[config.mk]
export PLATFORM = sky130hd
export DESIGN_NAME = utf8_byte_sanitizer_unit
export DESIGN_NICKNAME = d
export VERILOG_FILES = /design/src/hdl/usbs_pkg.sv /design/src/hdl/usbs_front.sv /design/src/hdl/usbs_queue.sv /design/src/hdl/usbs_back.sv /design/src/hdl/utf8_byte_sanitizer_unit.sv
export VERILOG_INCLUDE_DIRS = /design/src /design/src/hdl
export SDC_FILE = /design/constraint.sdc
export NUM_CORES = 1
export LEC_CHECK = 0
export ABC_AREA = 1
export BUFFER_PORTS_ARGS = -buffer_cell sky130_fd_sc_hd__buf_4
export CORE_MARGIN = 2
export CORE_UTILIZATION = 50
export DETAILED_ROUTE_END_ITERATION = 10
export HOLD_SLACK_MARGIN = 0.1
export PLACE_DENSITY = 0.66
export SKIP_CTS_REPAIR_TIMING = 1
export SLEW_MARGIN = 25
export SYNTH_ARGS = -nofsm -noshare
export SYNTH_HDL_FRONTEND = slang
export SYNTH_SLANG_ARGS = --single-unit
[constraint.sdc]
create_clock -name clk -period 5.75 [get_ports clk]
set_input_delay 1.15 -clock clk [delete_from_list [all_inputs] [get_ports clk]]
set_output_delay 1.15 -clock clk [all_outputs]
set_load 0.02 [all_outputs]
[src/hdl/utf8_byte_sanitizer_unit_defines.svh]
// Assertion macros shared by the sanitizer RTL.
// Depends on nothing; the including module supplies clk and arst_n.
`ifndef UTF8_BYTE_SANITIZER_UNIT_DEFINES_SVH
`define UTF8_BYTE_SANITIZER_UNIT_DEFINES_SVH

// Checked on every clock edge outside reset.
`define USBS_ASSERT(lbl, prop, msg) \
	lbl: assert property (@(posedge clk) disable iff (!arst_n) prop) else $error(msg);

// Checked on every clock edge, reset included.
`define USBS_ASSERT_ALWAYS(lbl, prop, msg) \
	lbl: assert property (@(posedge clk) prop) else $error(msg);

`endif

[src/hdl/usbs_pkg.sv]
// Shared types and constants for the UTF-8 byte sanitizer.
// No dependencies.
`default_nettype none

package usbs_pkg;

	localparam int QDepth = 8;
	localparam int QPtrW  = $clog2(QDepth);
	localparam int QCntW  = $clog2(QDepth + 1);

	// lead and continuation byte tags, compared against the top bits of a byte
	localparam logic [2:0] LEAD2_TAG = 3'b110;
	localparam logic [3:0] LEAD3_TAG = 4'b1110;
	localparam logic [4:0] LEAD4_TAG = 5'b11110;
	localparam logic [1:0] CONT_TAG  = 2'b10;

	// one group of results caused by a single input item
	typedef struct packed {
		logic [3:0][7:0] data;
		logic [1:0]      last_idx;
		logic            present;
		logic            fin;
	} usbs_entry_t;

	typedef struct packed {
		logic full;
		logic empty;
	} usbs_qstat_t;

endpackage

`default_nettype wire

[src/hdl/usbs_front.sv]
// Front end: accepts bytes, tracks the sequence being gathered and builds result groups.
// Depends on usbs_pkg.
`default_nettype none

module usbs_front (
	input  wire logic                 clk,
	input  wire logic                 arst_n,
	input  wire logic                 in_valid,
	output logic                      in_ready,
	input  wire logic [7:0]           in_byte,
	input  wire logic                 in_final,
	input  wire usbs_pkg::usbs_qstat_t qstat,
	output logic                      push,
	output usbs_pkg::usbs_entry_t     entry
);
	import usbs_pkg::*;

	logic [7:0] held_bytes_q [3];
	logic [1:0] held_count_q;
	logic [2:0] seq_len_q;

	logic       accept;
	logic       is_cont;
	logic       held_act;
	logic [2:0] lead_len;
	logic [2:0] n_res;
	logic [1:0] count_d;
	logic [2:0] len_d;
	logic       wr_held;
	logic [1:0] wr_idx;

	assign in_ready = !qstat.full;
	assign accept   = in_valid && in_ready;

	always_comb begin
		priority if (in_byte[7:5] == LEAD2_TAG) lead_len = 3'd2;
		else if (in_byte[7:4] == LEAD3_TAG) lead_len = 3'd3;
		else if (in_byte[7:3] == LEAD4_TAG) lead_len = 3'd4;
		else lead_len = 3'd0;
	end

	always_comb begin
		is_cont       = (in_byte[7:6] == CONT_TAG);
		held_act      = (held_count_q != 2'd0);
		n_res         = 3'd0;
		count_d       = held_count_q;
		len_d         = seq_len_q;
		wr_held       = 1'b0;
		wr_idx        = 2'd0;
		entry.present = 1'b1;
		entry.fin     = in_final;
		for (int i = 0; i < 4; i++) begin
			entry.data[i] = in_byte;
		end

		if (held_act && is_cont) begin
			if ({1'b0, held_count_q} + 3'd1 == seq_len_q) begin
				// sequence complete: held bytes then this one
				for (int i = 0; i < 3; i++) begin
					if (2'(i) < held_count_q) begin
						entry.data[i] = held_bytes_q[i];
					end
				end
				n_res   = {1'b0, held_count_q} + 3'd1;
				count_d = 2'd0;
				len_d   = 3'd0;
			end else begin
				wr_held = 1'b1;
				wr_idx  = held_count_q;
				count_d = held_count_q + 2'd1;
			end
		end else begin
			// nothing held, or an early non-continuation drops what was held
			count_d = 2'd0;
			len_d   = lead_len;
			if (!in_byte[7]) begin
				n_res = 3'd1;
			end else if (lead_len != 3'd0) begin
				wr_held = 1'b1;
				count_d = 2'd1;
			end
		end

		if (in_final) begin
			count_d = 2'd0;
			len_d   = 3'd0;
			if (n_res == 3'd0) begin
				n_res         = 3'd1;
				entry.present = 1'b0;
				entry.data[0] = 8'h00;
			end
		end

		entry.last_idx = 2'(n_res - 3'd1);
		push           = accept && (n_res != 3'd0);
	end

	always_ff @(posedge clk or negedge arst_n) begin
		if (!arst_n) begin
			held_count_q <= 2'd0;
			seq_len_q    <= 3'd0;
		end else if (accept) begin
			held_count_q <= count_d;
			seq_len_q    <= len_d;
		end
	end

	always_ff @(posedge clk) begin
		if (accept && wr_held) begin
			held_bytes_q[wr_idx] <= in_byte;
		end
	end

endmodule

`default_nettype wire

[src/hdl/usbs_queue.sv]
// Short FIFO of result groups between the front and back ends.
// Depends on usbs_pkg.
`default_nettype none

module usbs_queue (
	input  wire logic                  clk,
	input  wire logic                  arst_n,
	input  wire logic                  push,
	input  wire usbs_pkg::usbs_entry_t  wr_entry,
	input  wire logic                  pop,
	output usbs_pkg::usbs_entry_t       head,
	output usbs_pkg::usbs_qstat_t       qstat
);
	import usbs_pkg::*;

	usbs_entry_t      slots_q [QDepth];
	logic [QPtrW-1:0] wr_ptr_q;
	logic [QPtrW-1:0] rd_ptr_q;
	logic [QCntW-1:0] fill_q;

	assign qstat.full  = (fill_q == QCntW'(QDepth));
	assign qstat.empty = (fill_q == '0);
	assign head        = slots_q[rd_ptr_q];

	always_ff @(posedge clk or negedge arst_n) begin
		if (!arst_n) begin
			wr_ptr_q <= '0;
			rd_ptr_q <= '0;
			fill_q   <= '0;
		end else begin
			if (push) begin
				wr_ptr_q <= wr_ptr_q + QPtrW'(1);
			end
			if (pop) begin
				rd_ptr_q <= rd_ptr_q + QPtrW'(1);
			end
			unique case ({push, pop})
				2'b10:   fill_q <= fill_q + QCntW'(1);
				2'b01:   fill_q <= fill_q - QCntW'(1);
				default: fill_q <= fill_q;
			endcase
		end
	end

	always_ff @(posedge clk) begin
		if (push) begin
			slots_q[wr_ptr_q] <= wr_entry;
		end
	end

endmodule

`default_nettype wire

[src/hdl/usbs_back.sv]
// Back end: walks each queued group and sends its bytes one item per cycle while out_ready allows.
// Depends on usbs_pkg.
`default_nettype none

module usbs_back (
	input  wire logic                  clk,
	input  wire logic                  arst_n,
	input  wire usbs_pkg::usbs_entry_t  head,
	input  wire usbs_pkg::usbs_qstat_t  qstat,
	output logic                       pop,
	output logic                       out_valid,
	input  wire logic                  out_ready,
	output logic [7:0]                 out_byte,
	output logic                       byte_present,
	output logic                       run_end,
	output logic                       stream_end
);
	import usbs_pkg::*;

	logic [1:0] idx_q;
	logic       out_valid_q;
	logic [7:0] out_byte_q;
	logic       present_q;
	logic       run_end_q;
	logic       stream_end_q;
	logic       load;
	logic       last;

	assign load = !qstat.empty && (!out_valid_q || out_ready);
	assign last = (idx_q == head.last_idx);
	assign pop  = load && last;

	always_ff @(posedge clk or negedge arst_n) begin
		if (!arst_n) begin
			idx_q       <= 2'd0;
			out_valid_q <= 1'b0;
		end else begin
			if (load) begin
				idx_q <= last ? 2'd0 : idx_q + 2'd1;
			end
			if (load) begin
				out_valid_q <= 1'b1;
			end else if (out_ready) begin
				out_valid_q <= 1'b0;
			end
		end
	end

	always_ff @(posedge clk) begin
		if (load) begin
			out_byte_q   <= head.data[idx_q];
			present_q    <= head.present;
			run_end_q    <= last;
			stream_end_q <= last && head.fin;
		end
	end

	assign out_valid    = out_valid_q;
	assign out_byte     = out_byte_q;
	assign byte_present = present_q;
	assign run_end      = run_end_q;
	assign stream_end   = stream_end_q;

endmodule

`default_nettype wire

[src/hdl/utf8_byte_sanitizer_unit.sv]
// UTF-8 byte sanitizer, a byte stream in valid/ready form in and out. The
// front end takes one input item every cycle while the eight-group queue has
// room, and the back end sends one result item every cycle from its output
// register while out_ready holds, so a sustained stream runs at one byte per
// cycle. A completed n-byte sequence leaves as n items from the back end; the
// first result item is written to a queue slot and then to the back end's
// output register before it is valid. Bytes of an unfinished sequence give
// nothing until it completes. The input stalls only when eight groups wait in
// the queue, which takes a stalled output.
// Depends on usbs_pkg, usbs_front, usbs_queue, usbs_back and the defines header.
`default_nettype none

`include "utf8_byte_sanitizer_unit_defines.svh"

module utf8_byte_sanitizer_unit (
	input  wire logic       clk,
	input  wire logic       arst_n,
	input  wire logic       in_valid,
	output logic            in_ready,
	input  wire logic [7:0] in_byte,
	input  wire logic       in_final,
	output logic            out_valid,
	input  wire logic       out_ready,
	output logic [7:0]      out_byte,
	output logic            byte_present,
	output logic            run_end,
	output logic            stream_end
);
	import usbs_pkg::*;

	usbs_entry_t wr_entry;
	usbs_entry_t head;
	usbs_qstat_t qstat;
	logic        push;
	logic        pop;

	usbs_front u_front (
		.clk      (clk),
		.arst_n   (arst_n),
		.in_valid (in_valid),
		.in_ready (in_ready),
		.in_byte  (in_byte),
		.in_final (in_final),
		.qstat    (qstat),
		.push     (push),
		.entry    (wr_entry)
	);

	usbs_queue u_queue (
		.clk      (clk),
		.arst_n   (arst_n),
		.push     (push),
		.wr_entry (wr_entry),
		.pop      (pop),
		.head     (head),
		.qstat    (qstat)
	);

	usbs_back u_back (
		.clk          (clk),
		.arst_n       (arst_n),
		.head         (head),
		.qstat        (qstat),
		.pop          (pop),
		.out_valid    (out_valid),
		.out_ready    (out_ready),
		.out_byte     (out_byte),
		.byte_present (byte_present),
		.run_end      (run_end),
		.stream_end   (stream_end)
	);

	`USBS_ASSERT(a_no_push_full, push |-> !qstat.full, "group pushed into a full queue")
	`USBS_ASSERT(a_no_pop_empty, pop |-> !qstat.empty, "group popped from an empty queue")
	`USBS_ASSERT(a_stream_end_run, (out_valid && stream_end) |-> run_end, "stream end not on run end")
	`USBS_ASSERT(a_empty_marker,
		(out_valid && !byte_present) |-> (stream_end && out_byte == 8'h00),
		"empty item is not a clean end marker")

endmodule

`default_nettype wire
# [Yosys cells after proc, flatten, opt, wreduce, memory -nomap -nowiden]
# Memories as Yosys holds them, arrays and structs flattened.
# Index checks and enable logic that the tools add are counted.
# Widths: inputs -> output; s select.
[word_totals] regBits=29 ramBits=312 in_bits=13 elab_cells=95 n_memories=2
[op_classes] add_sub_neg=8 magnitude_cmp=4 eq_ne=10 n_mux=41 reduce_logical=19
[mem_list] memory="u_queue.slots_q" depth=8 word_bits=36 rd=1 rd_clocked_by_memory_dff=0 write_ports=1 line="usbs_queue.sv:16" rtl="usbs_entry_t slots_q [QDepth];"
[mem_list] memory="u_front.held_bytes_q" depth=3 word_bits=8 rd=3 rd_clocked_by_memory_dff=0 write_ports=1 line="usbs_front.sv:18" rtl="logic [7:0] held_bytes_q [3];"
[op_table] cell="$mux 24" count=2
[op_table] cell="$mux 8" count=6
[op_table] cell="$mux 3" count=10
[op_table] cell="$bmux 8 s2" count=1
[op_table] cell="$mux 1" count=14
[op_table] cell="$mux 2" count=7
[op_table] cell="$eq 4x4->1 const B" count=2
[op_table] cell="$pmux 4 s2" count=1
[op_table] cell="$logic_and 1x1->1" count=7
[op_table] cell="$add 3x1->3 const B" count=2
[op_table] cell="$reduce_bool 2->1" count=3
[op_table] cell="$reduce_bool 3->1" count=2
[op_table] cell="$eq 5x5->1 const B" count=1
[op_table] cell="$add 2x1->2 const B" count=2
[op_table] cell="$add 4x1->4 const B" count=1
[op_table] cell="$eq 2x2->1 const B" count=2
[op_table] cell="$logic_not 4->1" count=1
[op_table] cell="$lt 1x2->1 const A" count=2
[op_table] cell="$sub 4x1->4 const B" count=1
[op_table] cell="$add 2x1->3 const B" count=1
[op_table] cell="$eq 3x3->1" count=1
[op_table] cell="$eq 3x3->1 const B" count=1
[op_table] cell="$logic_not 1->1" count=3
[op_table] cell="$logic_not 3->1" count=1
[op_table] cell="8 further kinds" count=8

# [Longest topological paths before layout]
# Gate-level depths: netlist of run 1.
[depth] ltp_word=11 ltp_mapped=22 depth_no_buf=21

# [Cells and area by module]
# From an unflattened synthesis of run 1, not the netlist that was laid out.
[hier_totals] cells_unflattened=1164 hier_area_um2=14069.7
[modules_own_cells] module="usbs_queue" n_inst=1 cells_each=888 area_per_inst_um2=11676.2 seq_area_each_um2=8898.5
[modules_own_cells] module="usbs_front" n_inst=1 cells_each=191 area_per_inst_um2=1604.0 seq_area_each_um2=845.8
[modules_own_cells] module="usbs_back" n_inst=1 cells_each=85 area_per_inst_um2=789.5 seq_area_each_um2=405.4

# [Worst setup path before layout of run 1]
# Ideal clock, no wire load.
[synth_timing] path_kind="input-to-reg" startpoint="input port in_byte[6]" endpoint="memory u_queue.slots_q[0][0] in the netlist's numbering (enable)" setup_ps=429 arrival_ps=3929 required_ps=5321 setup_slack_ps=1392 stages=12 path_buffers=0 cell_sequence="inv_1 > nand2_1 > nor2_2 > inv_2 > nor2_8 > nand2_1 > nand3_1 > inv_1 > ha_1 > nand2_4 > nand3b_4 > nor2_1"
[synth_via] elab_chain_len=10
[synth_lines] item="start, declared" line="utf8_byte_sanitizer_unit.sv:20" rtl="input wire logic [7:0] in_byte,"
[synth_lines] item="$eq 2x2->1 *" line="usbs_front.sv:43" rtl="is_cont = (in_byte[7:6] == CONT_TAG);"
[synth_lines] item="$logic_and 1x1->1 *" line="usbs_front.sv:56" rtl="if (held_act && is_cont) begin"
[synth_lines] item="$mux 3 *" line="usbs_front.sv:56"
[synth_lines] item="$logic_not 3->1" line="usbs_front.sv:87" rtl="if (n_res == 3'd0) begin"
[synth_lines] item="$mux 3" line="usbs_front.sv:87"
[synth_lines] item="$mux 3 *" line="usbs_front.sv:84" rtl="if (in_final) begin"
[synth_lines] item="$reduce_bool 3->1 *" line="usbs_front.sv:95" rtl="push = accept && (n_res != 3'd0);"
[synth_lines] item="$logic_and 1x1->1 *" line="usbs_front.sv:95"
[synth_lines] item="$mux 1 *" line="usbs_queue.sv:46" rtl="if (push) begin"
[synth_lines] item="$mux 1 (implied by the code) *" line="usbs_queue.sv:47" rtl="slots_q[wr_ptr_q] <= wr_entry;"
[synth_lines] item="end, declared" line="usbs_queue.sv:16"
# Every way passes the cells marked *; elsewhere a longest branch is shown, timed or not.

# [Final worst setup path of run 1]
[layout_timing] startpoint="register u_front.held_count_q[1]" endpoint="memory u_queue.slots_q[6][13] in the netlist's numbering (enable)"
[layout_via] elab_chain_len=11 elab_cells_between_ends=13 cone_classes="add/sub (1); eq/ne (1); mux (6); reduce/logical (5)"
[layout_lines] item="start, declared" line="usbs_front.sv:19" rtl="logic [1:0] held_count_q;"
[layout_lines] item="start signal, assigned" line="usbs_front.sv:103" rtl="held_count_q <= count_d;"
[layout_lines] item="$add 2x1->3" line="usbs_front.sv:57, usbs_front.sv:64"
[layout_lines] item="$eq 3x3->1" line="usbs_front.sv:57" rtl="if ({1'b0, held_count_q} + 3'd1 == seq_len_q) begin"
[layout_lines] item="$mux 3" line="usbs_front.sv:57"
[layout_lines] item="$mux 3 *" line="usbs_front.sv:56"
[layout_lines] item="$logic_not 3->1" line="usbs_front.sv:87"
[layout_lines] item="$mux 3" line="usbs_front.sv:87"
[layout_lines] item="$mux 3 *" line="usbs_front.sv:84"
[layout_lines] item="$reduce_bool 3->1 *" line="usbs_front.sv:95"
[layout_lines] item="$logic_and 1x1->1 *" line="usbs_front.sv:95"
[layout_lines] item="$mux 1 *" line="usbs_queue.sv:46"
[layout_lines] item="$mux 1 (implied by the code) *" line="usbs_queue.sv:47"
# Marked as above.

==> metrics, run 1 <==
outcome=complete, no violations; worst slew pin tran=0.9869 ns; via count of the first global-routing pass=8785; GP Congestion=0.8354; clk_skew=0.03020 ns; Max Freq=between 200 and 300 MHz; combinational fraction of design power=30.0%; placed wire-length estimate=20.01 mm; Critical Path Source Type=flip-flop; Seq. cell area=10150 um2; P_sw=0.002825 W; clk buf depth=3; Final ANT Viol Nets=0; Yosys top cell by area=edfxtp_1; nets@finish=roughly 1300; Hold/Removal Path Class=input port to asynchronous set/reset pin; area of the multi-input gates=3636 um2; # DRC=0; Critical Path End Type=flip-flop; clock group share of total power=30.4%; Core ar.=27930 um2; yosys warns=0; power per cell area=between 500 and 600 nW/um2; Root Driver=clkbuf_16; diodes inserted=0; via count=9207; clk sinks=about 340; unrepaired setup endpoints after global routing=no; router iterations before antenna repair=5; Filler cells=between 2000 and 2500; # port buffers=25; slowest stage delay, CP=0.74 ns; Netlist cell types=34; Setup CP Type=flip-flop to flip-flop; metal2 WL=15.53 mm; Yosys top cell area share=about two thirds; Global Route Usage Sum=22.80%; Crit-path slowest cell=nor2_4; worst vdd ir=roughly 0.32 mV; setup tns final=0 ns; Synth Net Count=1257; worst path arrival time=approximately 4.2 ns; met3 WL=2.590 mm; Max Cap Violations=0; Clock transition at path regs=0.07 ns; Final min period=between 3 and 4 ns; WP data required=5.95 ns; initial antenna violation count=0; final worst slack=1.765 ns; Switching Share=a little over a third; cell area after synthesis=~14000 um2; max_slew headroom=34.20%; Slew Viols, Final=0; detailed-route vias per instance=~5.5; Clock Latency Late Sink=0.53 ns; Metal-1 WL=roughly 15 mm; Top Layer Used=met4; first-pass GRT wire length=~52 mm; CP max FO=25; most common cell after layout, fill and taps aside=nand2_1; H-tree depth=2; WHS=0.4930 ns; P_int=roughly 0.0053 W; FP Rows=between 60 and 70; Final period util=69.30%; worst slack, placed=1.401 ns; CTS tree=built; Initial Utilization=50.97%; Synth area leaders=edfxtp_1 (68%), nand2_1 (11%), nand3_1 (4.4%); final wirelength=34.00 mm; IO Count=26; Die Ht=172.8 um; pin count of the biggest net entering global routing=just over 80; FF+latch count, synth=between 300 and 400; die area=29840 um2; initial DRC count=1020; cts bufs inserted=36; final hold vios=0; commonest cells after routing, fill and taps aside=nand2_1 (409), edfxtp_1 (323), nand3_1 (126); GR Overflow Total=0; Area Overhead vs Synth=12.86%; Post-Syn Instances=around 1200; die width=172.8 um; syn avg cell area=11.53 um2; leakage power=between 6 and 7 nW; layout cells sized above 1=10.06%; register area share after synthesis=a little under three quarters; CP cell instances=inv_1 -> ha_1 -> xor2_1 -> nor2_2 -> nand2_2 -> nor2_8 -> nand2_1 -> nand3_1 -> inv_1 -> ha_1 -> nand2_4 -> nand3b_4 -> nor2_4 -> buf_4; final setup violation count=0; Flop pwr share=between 30% and 40%; Tot Pwr=0.008092 W; drt wl/cell=20.48 um
## worst paths after layout
path / startpoint / end / slack [ns] / cells after the start
worst max-delay path: u_front.held_count_q[1] / u_queue.slots_q[6][13] / 1.77 / 14
worst min-delay path: arst_n / u_back.out_valid / 0.49 / 1
worst max register to register: u_front.held_count_q[1] / u_queue.slots_q[6][13] / 1.77 / 14
worst min register to register: u_front.seq_len_q[1] / u_front.seq_len_q[1] / 0.51 / 2
max in group asynchronous: arst_n / u_queue.rd_ptr_q[0] / 5.02 / 1
min in group clk: u_front.seq_len_q[1] / u_front.seq_len_q[1] / 0.51 / 2
## worst max-delay path: cells and delay by family, from the launching register on
family                   cells  cell delay, ns
XOR/XNOR                     1            0.17
adder cells (fa/ha/maj)      2            0.60
buffers and inverters        3            0.64
flip-flops                   1            0.54
AND/OR/NAND/NOR              8            1.69
## metal layers
layer	vias to the layer above	GRT usage (%)
met3	61	3.430
met4	0	7.733
li1	4322	-
met2	373	35.41
met1	4451	33.26
met5	-	0
## power by group through the flow
| stage | Clock (W) | Combinational (W) | Sequential [W] |
|---|---|---|---|
| floorplan | 0 | 0.00166 | 0.00326 |
| global placement | 0 | 0.00237 | 0.00325 |
| detailed placement | 0 | 0.00241 | 0.00326 |
| CTS | 0.00249 | 0.00242 | 0.00321 |
| global route | 0.00258 | 0.00268 | 0.00323 |
| finish | 0.00246 | 0.00242 | 0.00321 |
## cells in the mapped netlist
master,instances
clkinv_1,2
o22ai_1,3
nor2_8,1
inv_1,40
dfrtp_1,18
o31ai_1,25
nand2_1,409
a22oi_1,1
ha_1,9
nand2_4,2
nor3_1,5
nor3b_1,1
clkbuf_1,12
nand3_2,1
a31oi_1,2
xor2_1,6
buf_4,9
o21ai_0,37
buf_2,31
nand3b_4,1
nor2_1,84
nor2_2,3
buf_6,6
a21oi_1,54
xnor2_1,5
inv_2,4
nand4_1,5
edfxtp_1,323
o21ai_1,1
nand2_2,3
a32o_1,1
nand3_1,126
buf_1,4
clkbuf_2,1
## sequential cells by signal, indices dropped and copies added (netlist names), 2 cells and up
name	cells
u_back.out_byte	8
u_front.held_bytes_q	24
u_queue.fill_q	4
u_front.held_count_q	2
u_queue.wr_ptr_q	3
u_queue.rd_ptr_q	3
u_back.idx_q	2
u_front.seq_len_q	3
u_queue.slots_q	288
## stage by stage
stage               instances  cell area, um2  util [%]
global route             1660           16070     57.53
global placement         1593           14750     52.81
finish                   1660           16070     57.53
CTS                      1659           16030     57.39
floorplan                1235           14240         -
detailed placement       1594           14780     52.91
## kinds of logic after synthesis
group | Yosys count | share of synthesized area (%)
simple gates | 641 | 18.65
flops | 341 | 71.28
compound gates | 124 | 4.895
buf+inv | 109 | 3.708
xor+xnor | 11 | 0.6766
fa+ha+maj | 9 | 0.7909
## cell type report
cell class / instances / share of cell area, %
Clock buffer: 40 / 5.699
Clock inverter: 25 / 2.094
Inverter: 46 / 1.098
Multi-Input combinational cell: 785 / 22.63
Sequential cell: 341 / 63.19
Tap cell: 378 / 2.943
Timing Repair Buffer: 45 / 2.351
Note: power is estimated with default switching activity, not from simulation.
==> inputs of run 2 (changes only) <==
clock period = 4.1 ns   (was 5.75 ns; I/O delays follow)
==> metrics, run 2 (synthesis gave the netlist of run 1 again) <==
Core ar.=27930 um2 (unchanged); DP Area=14910 um2 (was 14780 um2); clk buf depth=3 (unchanged); CTS tree=built (unchanged); Area Overhead vs Synth=12.80% (was 12.86%); H-tree depth=2 (unchanged); worst slew pin tran=0.9210 ns (was 0.9869 ns); crit-path leading delay family=simple AND/OR/NAND/NOR gates (unchanged); detailed-route vias per instance=5.430 (was 5.546); P_sw=0.003812 W (was 0.002825 W); Clock Latency Late Sink=0.52 ns (was 0.53 ns); Reg2Reg Setup Slack=0.42 ns (was 1.77 ns); initial antenna violation count=1 (was 0); P_int=0.007154 W (was 0.005267 W); power per cell area=682.7 nW/um2 (was 503.6 nW/um2); Filler cells=2284 (was 2305); drt wl/cell=19.34 um (was 20.48 um); worst path arrival time=4.07 ns (was 4.18 ns); GR Overflow Total=0 (unchanged); # DRC=0 (unchanged); Setup CP Type=flip-flop to flip-flop (unchanged); die width=172.8 um (unchanged); router iterations before antenna repair=5 (unchanged); clock group share of total power=28.5% (was 30.4%); Max Cap Violations=0 (unchanged); M1 GR Usage=30.02% (was 33.26%); # port buffers=25 (unchanged); final hold vios=0 (unchanged); Final period util=89.70% (was 69.30%); placed wire-length estimate=17.90 mm (was 20.01 mm); nets@finish=1283 (was 1277); Final min period=3.678 ns (was 3.985 ns); Critical Path Source Type=flip-flop (unchanged); initial DRC count=998 (was 1020); max reg flops=288 (unchanged); GP Congestion=0.8168 (was 0.8354); Flop pwr share=41.3% (was 39.6%); Global Route Usage Sum=21.68% (was 22.80%); Clock transition at path regs=0.06 ns (was 0.07 ns); combinational fraction of design power=30.1% (was 30.0%); WP data required=4.50 ns (was 5.95 ns); Root Driver=clkbuf_16 (unchanged); first-pass GRT wire length=49.91 mm (was 52.04 mm); via count of the first global-routing pass=8798 (was 8785); Initial Utilization=50.97% (unchanged); GR Layer Usage met2=34.91% (was 35.41%); die area=29840 um2 (unchanged); Max Freq=271.9 MHz (was 251.0 MHz); clk sinks=341 (unchanged); CP bufs+invs=2 (was 3); pin count of the biggest net entering global routing=82 (was 81); most common cell after layout, fill and taps aside=nand2_1 (unchanged); final setup violation count=0 (unchanged); Crit-path slowest cell=dfrtp_1 (was nor2_4); outcome=complete, no violations (unchanged); FF-to-FF Start=u_front.held_count_q[1] (unchanged); Hold/Removal Path Class=input port to asynchronous set/reset pin (unchanged); Core Util, Final=57.50% (was 57.53%); Most Crowded Layer GR=met2 (unchanged); Reg with most FFs=u_queue.slots_q (unchanged); cts bufs inserted=37 (was 36); Die Ht=172.8 um (unchanged); diodes inserted=0 (unchanged); CP cell instances=inv_1 -> ha_1 -> xor2_1 -> nor2_2 -> nand2_2 -> nor2_8 -> nand2_2 -> nand3_1 -> nand3_1 -> inv_1 -> ha_1 -> nand2_4 -> nand2_4 -> ha_1 -> xor2_1 -> nand2_1 -> o21ai_0 -> nand3_1 -> xor2_1 (was inv_1 -> ha_1 -> xor2_1 -> nor2_2 -> nand2_2 -> nor2_8 -> nand2_1 -> nand3_1 -> inv_1 -> ha_1 -> nand2_4 -> nand3b_4 -> nor2_4 -> buf_4); Critical Path End Type=flip-flop (unchanged); slowest stage delay, CP=0.52 ns (was 0.74 ns); setup tns final=0 ns (unchanged); Final ANT Viol Nets=0 (unchanged); layout cells sized above 1=9.775% (was 10.06%); fin cells=1667 (was 1660); clk_skew=0.01440 ns (was 0.03020 ns); Slew Viols, Final=0 (unchanged); Finished Cell Area=16060 um2 (was 16070 um2); max_slew headroom=38.60% (was 34.20%); final worst slack=0.4225 ns (was 1.765 ns); via count=9051 (was 9207); dpl cells=1600 (was 1594); worst vdd ir=0.3683 mV (was 0.3221 mV); final wirelength=32.24 mm (was 34.00 mm); commonest cells after routing, fill and taps aside=nand2_1 (409), edfxtp_1 (323), nand3_1 (126) (unchanged); worst slack, placed=0.3327 ns (was 1.401 ns); met3 global-route usage=4.178% (was 3.430%); Switching Share=34.76% (was 34.91%); FP Rows=61 (unchanged); IO Count=26 (unchanged); worst reg2reg endpoint=u_queue.fill_q[3] (was u_queue.slots_q[6][13]); leakage power=6.057 nW (was 6.086 nW); reg2reg path depth=19 (was 14); unrepaired setup endpoints after global routing=no (unchanged); CP max FO=10 (was 25)
-- run 2: cell count changes in the layout (fill, tap and decap cells not counted), moves of 2 or more --
| cell | change |
|---|---|
| clkinv_2 | -7 |
| clkbuf_8 | +2 |
| buf_16 | -2 |
| clkbuf_1 | +10 |
| clkbuf_16 | +3 |
| bufinv_16 | -7 |
| buf_12 | +8 |
-- run 2: power groups by stage --
| stage | Combinational (W) | Sequential (W) | Clock (W) |
|---|---|---|---|
| 4_1_cts | 0.00332 | 0.00453 | 0.00319 |
| 3_5_place_dp | 0.00331 | 0.00460 | 0 |
| 3_3_place_gp | 0.00325 | 0.00459 | 0 |
| 5_1_grt | 0.00371 | 0.00457 | 0.00333 |
| 6_report | 0.00331 | 0.00453 | 0.00313 |
| 2_1_floorplan | 0.00233 | 0.00457 | 0 |
-- run 2: worst max-delay path by stage --
stage                                       start                     to  slack (ns)  depth (start not counted)
after CTS                 u_front.held_count_q[1]      u_queue.fill_q[3]        0.40                         19
after global routing      u_front.held_count_q[1]      u_queue.fill_q[3]        0.05                         19
final                     u_front.held_count_q[1]      u_queue.fill_q[3]        0.42                         19
after detailed placement               in_byte[6]      u_queue.fill_q[3]        0.33                         19
after global placement                 in_byte[6]      u_queue.fill_q[3]        0.51                         19
after floorplan           u_front.held_count_q[1]  u_queue.slots_q[0][0]       -0.08                         14
-- run 2: per-stage QoR --
step           power [W]  hold WS, ns
2_1_floorplan   0.006902       0.4722
3_3_place_gp    0.007845       0.4977
3_5_place_dp    0.007908       0.5000
4_1_cts          0.01105       0.1632
5_1_grt          0.01160       0.1745
6_report         0.01097       0.1705
-- run 2: routing by layer --
| metal | vias up | share of wire, % |
|---|---|---|
| met4 | 0 | 2.6 |
| met1 | 4354 | 43 |
| met3 | 54 | 7.6 |
| met5 | - | 0 |
| li1 | 4331 | - |
| met2 | 312 | 47 |
-- run 2: cell type report --
cell class,count,area [um2],share of cell area [%]
multi-input combinational,785,3632,22.61
sequential,341,10150,63.22
inverter,46,175.2,1.091
clock buffer,55,1056,6.575
tap,378,473.0,2.945
clock inverter,12,95.09,0.5920
timing repair buffer,50,475.5,2.960
